`src/hdl/stt_pkg.sv`:
```
// ---------------------------------------------------------------------------
// Sleep timeout table package
// Operation codes, result kinds and sequencer states shared by the design.
// ---------------------------------------------------------------------------
package stt_pkg;

	// Request operation codes; code 3 carries no meaning and is ignored.
	localparam logic [1:0] OP_TICK   = 2'd0;
	localparam logic [1:0] OP_SLEEP  = 2'd1;
	localparam logic [1:0] OP_CANCEL = 2'd2;

	// Result kinds.
	typedef enum logic [1:0] {
		KIND_WAKE      = 2'd0,
		KIND_CANCELLED = 2'd1,
		KIND_NOT_FOUND = 2'd2,
		KIND_FULL      = 2'd3
	} kind_t;

	// Sequencer states.
	typedef enum logic [1:0] {
		ST_IDLE,
		ST_WALK,
		ST_REPORT
	} state_t;

endpackage

```
`src/hdl/sleep_timeout_table.sv`:
```
// ---------------------------------------------------------------------------
// Sleep timeout table
// Holds sleeping threads with their tick counts, newest first, counts them
// down on each tick and reports timeouts, cancels, cancels that find nothing
// and a full table.
//
//  Channel | Handshake             | Payload
//  --------+-----------------------+---------------------------------------------
//  request | req_valid, req_ready  | operation, thread_id, ticks
//  result  | rsp_valid, rsp_ready  | kind, woken_thread, remaining_ticks, last
//
// A sleep item is written as it is taken; a sleep on a full table is refused
// and reported. A tick on an empty table does nothing and a cancel on an
// empty table reports not found. Otherwise a tick or cancel item walks the
// occupied slots: one shared walk unit reads one slot a cycle from the table
// memory (one read and one write port), counts it down or matches it, and
// writes it back compacted. A result waiting on rsp_ready stalls the walk.
// The asynchronous reset empties the table at once; no clearing pass is
// needed since occupancy is kept as a base pointer and a fill count.
//
module sleep_timeout_table
	import stt_pkg::*;
#(
	parameter int SLOTS       = 16,
	parameter int TICK_BITS   = 32,
	parameter int THREAD_BITS = 8
) (
	input  logic                   clk,
	input  logic                   arst_n,

	input  logic                   req_valid,
	output logic                   req_ready,
	input  logic [1:0]             operation,
	input  logic [THREAD_BITS-1:0] thread_id,
	input  logic [TICK_BITS-1:0]   ticks,

	output logic                   rsp_valid,
	input  logic                   rsp_ready,
	output logic [1:0]             kind,
	output logic [THREAD_BITS-1:0] woken_thread,
	output logic [TICK_BITS-1:0]   remaining_ticks,
	output logic                   last
);

	// Pointer, count and entry widths.
	localparam int IW = $clog2(SLOTS);
	localparam int CW = $clog2(SLOTS + 1);
	localparam int SW = CW + 1;
	localparam int EW = THREAD_BITS + TICK_BITS;

	// The table is a circular buffer: base_q is the oldest entry and the
	// newest sits at base_q + count_q - 1, wrapping at SLOTS.
	logic [EW-1:0] slot_mem [SLOTS];

	state_t state_q, state_d;

	logic [CW-1:0] count_q;
	logic [IW-1:0] base_q;
	logic [IW-1:0] rd_ptr_q;
	logic [IW-1:0] wr_ptr_q;
	logic [CW-1:0] left_q;
	logic [CW-1:0] removed_q;
	logic          is_cancel_q;
	logic          found_q;
	logic [THREAD_BITS-1:0] req_thread_q;

	// Walk pipeline: the registered memory read forms stage one.
	logic          valid_s1;
	logic [EW-1:0] rdata_s1;

	// The result waiting to be reported; it only goes out once the next one
	// is known, so that the last flag is correct.
	logic                   pend_valid_q;
	kind_t                  pend_kind_q;
	logic [THREAD_BITS-1:0] pend_thread_q;
	logic [TICK_BITS-1:0]   pend_rem_q;

	// Output register.
	logic                   rsp_valid_q;
	kind_t                  kind_q;
	logic [THREAD_BITS-1:0] woken_q;
	logic [TICK_BITS-1:0]   rem_q;
	logic                   last_q;

	// Combinational control.
	logic                   accept;
	logic                   out_free;
	logic                   table_full;
	logic [SW-1:0]          ins_sum;
	logic [SW-1:0]          new_sum;
	logic [IW-1:0]          ins_slot;
	logic [IW-1:0]          newest_slot;
	logic [THREAD_BITS-1:0] ent_thread;
	logic [TICK_BITS-1:0]   ent_rem;
	logic [TICK_BITS-1:0]   rem_dec;
	logic [TICK_BITS-1:0]   new_rem;
	logic                   walk_done;
	logic                   step;
	logic                   rd_en;
	logic                   expire;
	logic                   hit;
	logic                   drop;
	logic                   keep_wr;
	logic                   push_old;
	logic                   report_fire;
	logic                   out_load;
	logic                   insert_wr;
	logic                   mem_we;
	logic [IW-1:0]          mem_waddr;
	logic [EW-1:0]          mem_wdata;

	assign accept     = req_valid && req_ready;
	assign out_free   = !rsp_valid_q || rsp_ready;
	assign table_full = (count_q == CW'(SLOTS));

	// Slot for a new entry, and the newest slot, both modulo SLOTS.
	assign ins_sum     = SW'(base_q) + SW'(count_q);
	assign new_sum     = ins_sum - 1'b1;
	assign ins_slot    = (ins_sum >= SW'(SLOTS)) ? IW'(ins_sum - SW'(SLOTS)) : IW'(ins_sum);
	assign newest_slot = (new_sum >= SW'(SLOTS)) ? IW'(new_sum - SW'(SLOTS)) : IW'(new_sum);

	assign ent_thread = rdata_s1[EW-1:TICK_BITS];
	assign ent_rem    = rdata_s1[TICK_BITS-1:0];
	assign rem_dec    = ent_rem - 1'b1;

	// Next state.
	always_comb begin
		state_d = state_q;
		unique case (state_q)
			ST_IDLE: begin
				if (accept) begin
					unique case (operation)
						OP_TICK:   state_d = (count_q != '0) ? ST_WALK : ST_IDLE;
						OP_SLEEP:  state_d = table_full ? ST_REPORT : ST_IDLE;
						OP_CANCEL: state_d = (count_q != '0) ? ST_WALK : ST_REPORT;
						default:   state_d = ST_IDLE;
					endcase
				end
			end
			ST_WALK: begin
				if (walk_done) begin
					state_d = ST_REPORT;
				end
			end
			ST_REPORT: begin
				if (!pend_valid_q || out_free) begin
					state_d = ST_IDLE;
				end
			end
			default: state_d = ST_IDLE;
		endcase
	end

	// Control outputs of the sequencer and the shared walk unit.
	always_comb begin
		req_ready   = (state_q == ST_IDLE);
		walk_done   = (state_q == ST_WALK) && (left_q == '0) && !valid_s1;
		step        = (state_q == ST_WALK) && out_free && !walk_done;
		rd_en       = step && (left_q != '0);
		expire      = valid_s1 && !is_cancel_q && (ent_rem != '0) && (rem_dec == '0);
		hit         = valid_s1 && is_cancel_q && !found_q && (ent_thread == req_thread_q);
		drop        = expire || hit;
		keep_wr     = step && valid_s1 && !drop;
		new_rem     = (!is_cancel_q && (ent_rem != '0)) ? rem_dec : ent_rem;
		push_old    = step && expire && pend_valid_q;
		report_fire = (state_q == ST_REPORT) && pend_valid_q && out_free;
		out_load    = push_old || report_fire;
		insert_wr   = accept && (operation == OP_SLEEP) && !table_full;
		mem_we      = insert_wr || keep_wr;
		mem_waddr   = insert_wr ? ins_slot : wr_ptr_q;
		mem_wdata   = insert_wr ? {thread_id, ticks} : {ent_thread, new_rem};
	end

	// Table memory: one write and one registered read a cycle.
	always_ff @(posedge clk) begin
		if (mem_we) begin
			slot_mem[mem_waddr] <= mem_wdata;
		end
		if (rd_en) begin
			rdata_s1 <= slot_mem[rd_ptr_q];
		end
	end

	// Sequencer and walk control state.
	always_ff @(posedge clk or negedge arst_n) begin
		if (!arst_n) begin
			state_q      <= ST_IDLE;
			count_q      <= '0;
			base_q       <= '0;
			rd_ptr_q     <= '0;
			wr_ptr_q     <= '0;
			left_q       <= '0;
			removed_q    <= '0;
			is_cancel_q  <= 1'b0;
			found_q      <= 1'b0;
			valid_s1     <= 1'b0;
			pend_valid_q <= 1'b0;
			rsp_valid_q  <= 1'b0;
		end else begin
			state_q <= state_d;

			if (accept) begin
				is_cancel_q <= (operation == OP_CANCEL);
				rd_ptr_q    <= newest_slot;
				wr_ptr_q    <= newest_slot;
				left_q      <= count_q;
				removed_q   <= '0;
				found_q     <= 1'b0;
				valid_s1    <= 1'b0;
				if (insert_wr) begin
					count_q <= count_q + 1'b1;
				end
				if ((operation == OP_SLEEP && table_full) ||
				    (operation == OP_CANCEL && count_q == '0)) begin
					pend_valid_q <= 1'b1;
				end
			end

			if (step) begin
				valid_s1 <= rd_en;
				if (rd_en) begin
					rd_ptr_q <= (rd_ptr_q == '0) ? IW'(SLOTS - 1) : rd_ptr_q - 1'b1;
					left_q   <= left_q - 1'b1;
				end
				if (keep_wr) begin
					wr_ptr_q <= (wr_ptr_q == '0) ? IW'(SLOTS - 1) : wr_ptr_q - 1'b1;
				end
				if (drop) begin
					removed_q    <= removed_q + 1'b1;
					pend_valid_q <= 1'b1;
				end
				if (hit) begin
					found_q <= 1'b1;
				end
			end

			if (walk_done) begin
				base_q  <= (wr_ptr_q == IW'(SLOTS - 1)) ? '0 : wr_ptr_q + 1'b1;
				count_q <= count_q - removed_q;
				if (is_cancel_q && !found_q) begin
					pend_valid_q <= 1'b1;
				end
			end

			if (report_fire) begin
				pend_valid_q <= 1'b0;
			end

			if (out_load) begin
				rsp_valid_q <= 1'b1;
			end else if (rsp_ready) begin
				rsp_valid_q <= 1'b0;
			end
		end
	end

	// Payload of the waiting result and of the output register.
	always_ff @(posedge clk) begin
		if (accept) begin
			req_thread_q  <= thread_id;
			pend_thread_q <= thread_id;
			pend_rem_q    <= '0;
			pend_kind_q   <= (operation == OP_SLEEP) ? KIND_FULL : KIND_NOT_FOUND;
		end
		if (step && expire) begin
			pend_kind_q   <= KIND_WAKE;
			pend_thread_q <= ent_thread;
			pend_rem_q    <= '0;
		end
		if (step && hit) begin
			pend_kind_q   <= KIND_CANCELLED;
			pend_thread_q <= ent_thread;
			pend_rem_q    <= ent_rem;
		end
		if (walk_done && is_cancel_q && !found_q) begin
			pend_kind_q   <= KIND_NOT_FOUND;
			pend_thread_q <= req_thread_q;
			pend_rem_q    <= '0;
		end
		if (out_load) begin
			kind_q  <= pend_kind_q;
			woken_q <= pend_thread_q;
			rem_q   <= pend_rem_q;
			last_q  <= report_fire;
		end
	end

	assign rsp_valid       = rsp_valid_q;
	assign kind            = kind_q;
	assign woken_thread    = woken_q;
	assign remaining_ticks = rem_q;
	assign last            = last_q;

	// The fill count never exceeds the table.
	a_count_range: assert property (@(posedge clk) disable iff (!arst_n)
		count_q <= CW'(SLOTS))
		else $error("fill count beyond table size");

	// A walk never reads or removes more slots than the table holds.
	a_walk_bounds: assert property (@(posedge clk) disable iff (!arst_n)
		(state_q == ST_WALK) |-> (left_q <= count_q && removed_q <= count_q))
		else $error("walk counters beyond fill count");

	// A sleep on a table with room adds exactly one entry.
	a_insert_count: assert property (@(posedge clk) disable iff (!arst_n)
		(req_valid && req_ready && operation == OP_SLEEP && count_q != CW'(SLOTS))
		|=> (count_q == $past(count_q) + 1'b1))
		else $error("insert did not grow the table");

	// Nothing is left waiting to be reported once the block is idle.
	a_idle_no_pend: assert property (@(posedge clk) disable iff (!arst_n)
		(state_q == ST_IDLE) |-> !pend_valid_q)
		else $error("result left pending in idle");

	// A cancel removes at most one entry.
	a_cancel_single: assert property (@(posedge clk) disable iff (!arst_n)
		(state_q == ST_WALK && is_cancel_q) |-> (removed_q <= CW'(1)))
		else $error("cancel removed more than one entry");

endmodule

```
`config.mk`:
```
export PLATFORM = sky130hd
export DESIGN_NAME = sleep_timeout_table
export DESIGN_NICKNAME = d
export VERILOG_FILES = /design/src/hdl/stt_pkg.sv /design/src/hdl/sleep_timeout_table.sv
export SDC_FILE = /design/constraint.sdc
export NUM_CORES = 1
export LEC_CHECK = 0
export CAP_MARGIN = 25
export CELL_PAD_IN_SITES_DETAIL_PLACEMENT = 0
export CELL_PAD_IN_SITES_GLOBAL_PLACEMENT = 2
export CORE_MARGIN = 10
export CORE_UTILIZATION = 52
export CTS_BUF_LIST = sky130_fd_sc_hd__clkbuf_8
export DETAILED_ROUTE_END_ITERATION = 12
export DONT_BUFFER_PORTS = 1
export PLACE_DENSITY_LB_ADDON = 0.1
export SETUP_SLACK_MARGIN = 0.2
export SLEW_MARGIN = 15
export SYNTH_ARGS = -nofsm -noshare
export SYNTH_HDL_FRONTEND = slang
export SYNTH_SLANG_ARGS = --single-unit
```
`constraint.sdc`:
```
create_clock -name clk -period 5.4 [get_ports clk]
set_input_delay 0.81 -clock clk [delete_from_list [all_inputs] [get_ports clk]]
set_output_delay 0.81 -clock clk [all_outputs]
set_load 0.03 [all_outputs]
```
==> impl_results.md <==
- Drt first pass iters: 5
- Pwr Density: 610 mW/mm2
- Number of global-route vias before repair: 16,474
- Worst setup EP type: register
- R2r startpoint: rdata_s1[0]
- GPL Wtd Cong: about 0.85
- Hold depth: 0
- Result of the run: finished, final reports clean
- Startpoint class of the critical path: register
- Ports: 91
- Final setup fails: 0
- EDFF count, synth: 739
- Largest net degree at the start of global routing: between 60 and 70
- H-tree Lvls: 4
- Final net count: approximately 1,900
- Max IR drop VDD: just over 0.0003 V
- Worst-Margin Slew: slightly above 1 ns
- Unique cell type count in the Yosys netlist: a little over 60
- Hold Crit Endpoint: req_thread_q[7]
- Clock Skews: between 0.03 and 0.04 ns
- Most common cell in the netlist: edfxtp_1
- Area growth from synthesis to final layout: 12.7%
- Height of the chip: around 270 um
- Total power: 22.1 mW
- HP Class: primary input to register
- Post-route cell area: approximately 0.036 mm2
- Post-Place Cell Area: around 0.034 mm2
- Cell row count: 91
- Vias per std cell: just over 6
- Final min period: approximately 4.5 ns
- Peak Freq: approximately 220 MHz
- Syn_area_per_cell: around 19 um2
- Seq/Total Area, Yosys: between 70% and 80%
- Top post-synthesis cells by area: edfxtp_1 (69%), mux4_2 (14%), dfrtp_1 (2.6%)
- Arrival time at the worst endpoint: between 4 and 5 ns
- Final worst-path cycle share: between 80 and 90%
- Routed Antenna Nets: 0
- CTS tree: built
- Ys async rst share: 4.21%
- Starting Density: between 50% and 60%
- Reg-to-reg setup timing slack: 0.86 ns
- Clock sinks: 807
- Hold Path Origin: thread_id[7]
- Hpwl dp: ~53,000 um
- Total gr overflow: 0
- Post-layout util: about three fifths
- Total GRT Usage: 22.4%
- Maximum net fanout on the critical path: 22
- M1 GR Usage: between 30% and 40%
- Post-Synthesis Cells: 1,669
- Global-route wire length before repair: about 110,000 um
- DR WL/cell: around 29 um
- GRT met3 Usage: under 10%
- GRT met2 Usage: between 20% and 30%
- R2R depth: 11
- Post-synth net total: 1,734
- Die area: roughly 0.072 mm2
- Initial antenna violation count: 7
- Setup TNS: 0 ns
- Commonest cells in the netlist: edfxtp_1 (739), mux4_2 (200), nor2_1 (105), nand2_1 (88), clkbuf_1 (63)
- Worst-path clk slew: roughly 0.060 ns
- Relative slew slack: between 30% and 40%
- Post-synth top flop: edfxtp_1
- Max-Cap Viols: 0
- Final Hold Slack: about 0.14 ns
- Num CTS Buffers: 134
- Fillers: about 4,500
- PostCTS Resize Cnt: 0
- Leakage power: 11.8 nW
- Final Max Slew Viols: 0
- 1st-iter DRT viols: around 1,900
- Clock Path Buffers: 3
- Synth top area share: 69.1%
- Busiest grt layer: met1
- Routed WL: between 70,000 and 80,000 um
- Residual DRC: 0
- Yosys warning total: 0
- Layout cells sized above 1: 26.2%
- Worst skew pair latency: ~0.78 ns
- Number of port buffers: 0
- Root Buffer: clkbuf_8
- WP data required: between 5 and 6 ns
- Mapped Area: ~0.032 mm2
- RSZ-0062 raised after global routing: no
- Setup Crit Path Kind: register to register
- Final count of hold timing violations: 0
- Core area: about 0.061 mm2
- End of the worst register-to-register path: slot_mem[1][1]
- Synthesized flop and latch total: just over 800
- Die span in x: between 200 and 300 um
- Post-synth top area cell: edfxtp_1
- DR vias: ~16,000
[final cells by class]
class | instances | area [um2] | area share [%]
inverters | 22 | 83.8 | 0.232
clock inverters | 100 | 663 | 1.83
clock buffers | 141 | 1940 | 5.36
repair buffers | 74 | 646 | 1.78
diodes | 1 | 2.50 | 0.00691
well taps | 790 | 988 | 2.73
multi-input cells | 754 | 8140 | 22.5
flip-flops and latches | 807 | 23700 | 65.6
[kinds of logic (layout without fill, tap and decap cells)]
group	Yosys count	count (layout)	synth area share [%]
other cells	0	1	0
compound gates	168	168	3.51
simple gates	303	303	4.65
buf+inv	108	337	1.31
mux	214	214	14.5
fa+ha+maj	19	19	0.787
flops	807	807	73.9
xor+xnor	50	50	1.36
[critical path, stage by stage (launching register included)]
cell	delay, ns
edfxtp_1	0.48
inv_1	0.14
ha_1	0.21
nor4b_2	0.42
nand4_1	0.37
or4_1	0.52
nand2_1	0.13
nor4_4	0.05
buf_4	0.21
o32a_2	0.60
nor2_4	0.58
buf_4	0.45
[metrics by stage]
| stage | cells | setup WS (ns) |
|---|---|---|
| after floorplan | 1669 | 0.740 |
| after global placement | 2442 | 0.963 |
| after detailed placement | 2442 | 0.881 |
| after CTS | 2685 | 0.866 |
| after global routing | 2689 | 0.628 |
| final | 2689 | 0.856 |
[timing repair]
| item | in CTS | in global routing |
|---|---|---|
| endpoints found under the setup margin | 0 | 0 |
| setup buffers | 0 | 0 |
| hold endpoints to repair | 34 | 0 |
| hold buffers | 2 | 0 |
[power breakdown]
| group | total, mW | switching [mW] | internal [mW] |
|---|---|---|---|
| clock | 5.18 | 2.41 | 2.78 |
| sequential | 9.99 | 0.869 | 9.12 |
| combinational | 6.91 | 4.19 | 2.72 |
| total | 22.1 | 7.47 | 14.6 |
[flip-flops by register name (all words and copies together) (netlist names)]
| name | cells |
|---|---|
| removed_q | 5 |
| pend_thread_q | 8 |
| last | 1 |
| base_q | 4 |
| state_q | 2 |
| kind | 2 |
| woken_thread | 8 |
| rsp_valid | 1 |
| is_cancel_q | 1 |
| left_q | 5 |
| pend_valid_q | 1 |
| wr_ptr_q | 4 |
| rdata_s1 | 40 |
| count_q | 5 |
| slot_mem | 640 |
| pend_rem_q | 32 |
| rd_ptr_q | 4 |
| req_thread_q | 8 |
| remaining_ticks | 32 |
| found_q | 1 |
| pend_kind_q | 2 |
| valid_s1 | 1 |
[routing by layer]
metal | vias up | part of all wire (%)
li1 | 7058 | -
met1 | 8587 | 47
met2 | 708 | 42
met3 | 117 | 8.7
met4 | 4 | 1.9
met5 | - | 0.033
[worst max path at each step]
stage / from / to / cells past startpoint / slack (ns)
6_report: rdata_s1[0] / slot_mem[1][1] / 11 / 0.86
2_1_floorplan: rdata_s1[0] / slot_mem[8][0] / 10 / 0.74
4_1_cts: rdata_s1[0] / slot_mem[1][8] / 11 / 0.87
3_5_place_dp: rdata_s1[0] / slot_mem[1][36] / 11 / 0.88
5_1_grt: rdata_s1[0] / slot_mem[11][38] / 11 / 0.63
3_3_place_gp: rdata_s1[0] / slot_mem[1][35] / 11 / 0.96
[placed cells by master (no fill, tap or decap), types with 26 or more instances in the layout]
cell type,n
clkinv_1,26
inv_1,60
a21oi_1,26
clkbuf_8,141
nand2_1,88
dfrtp_1,31
dfxtp_1,34
edfxtp_1,739
nor2_1,88
buf_4,66
o21ai_0,47
xnor2_1,45
mux4_2,200
a22o_1,32
Note: power is estimated with default switching activity, not from simulation.
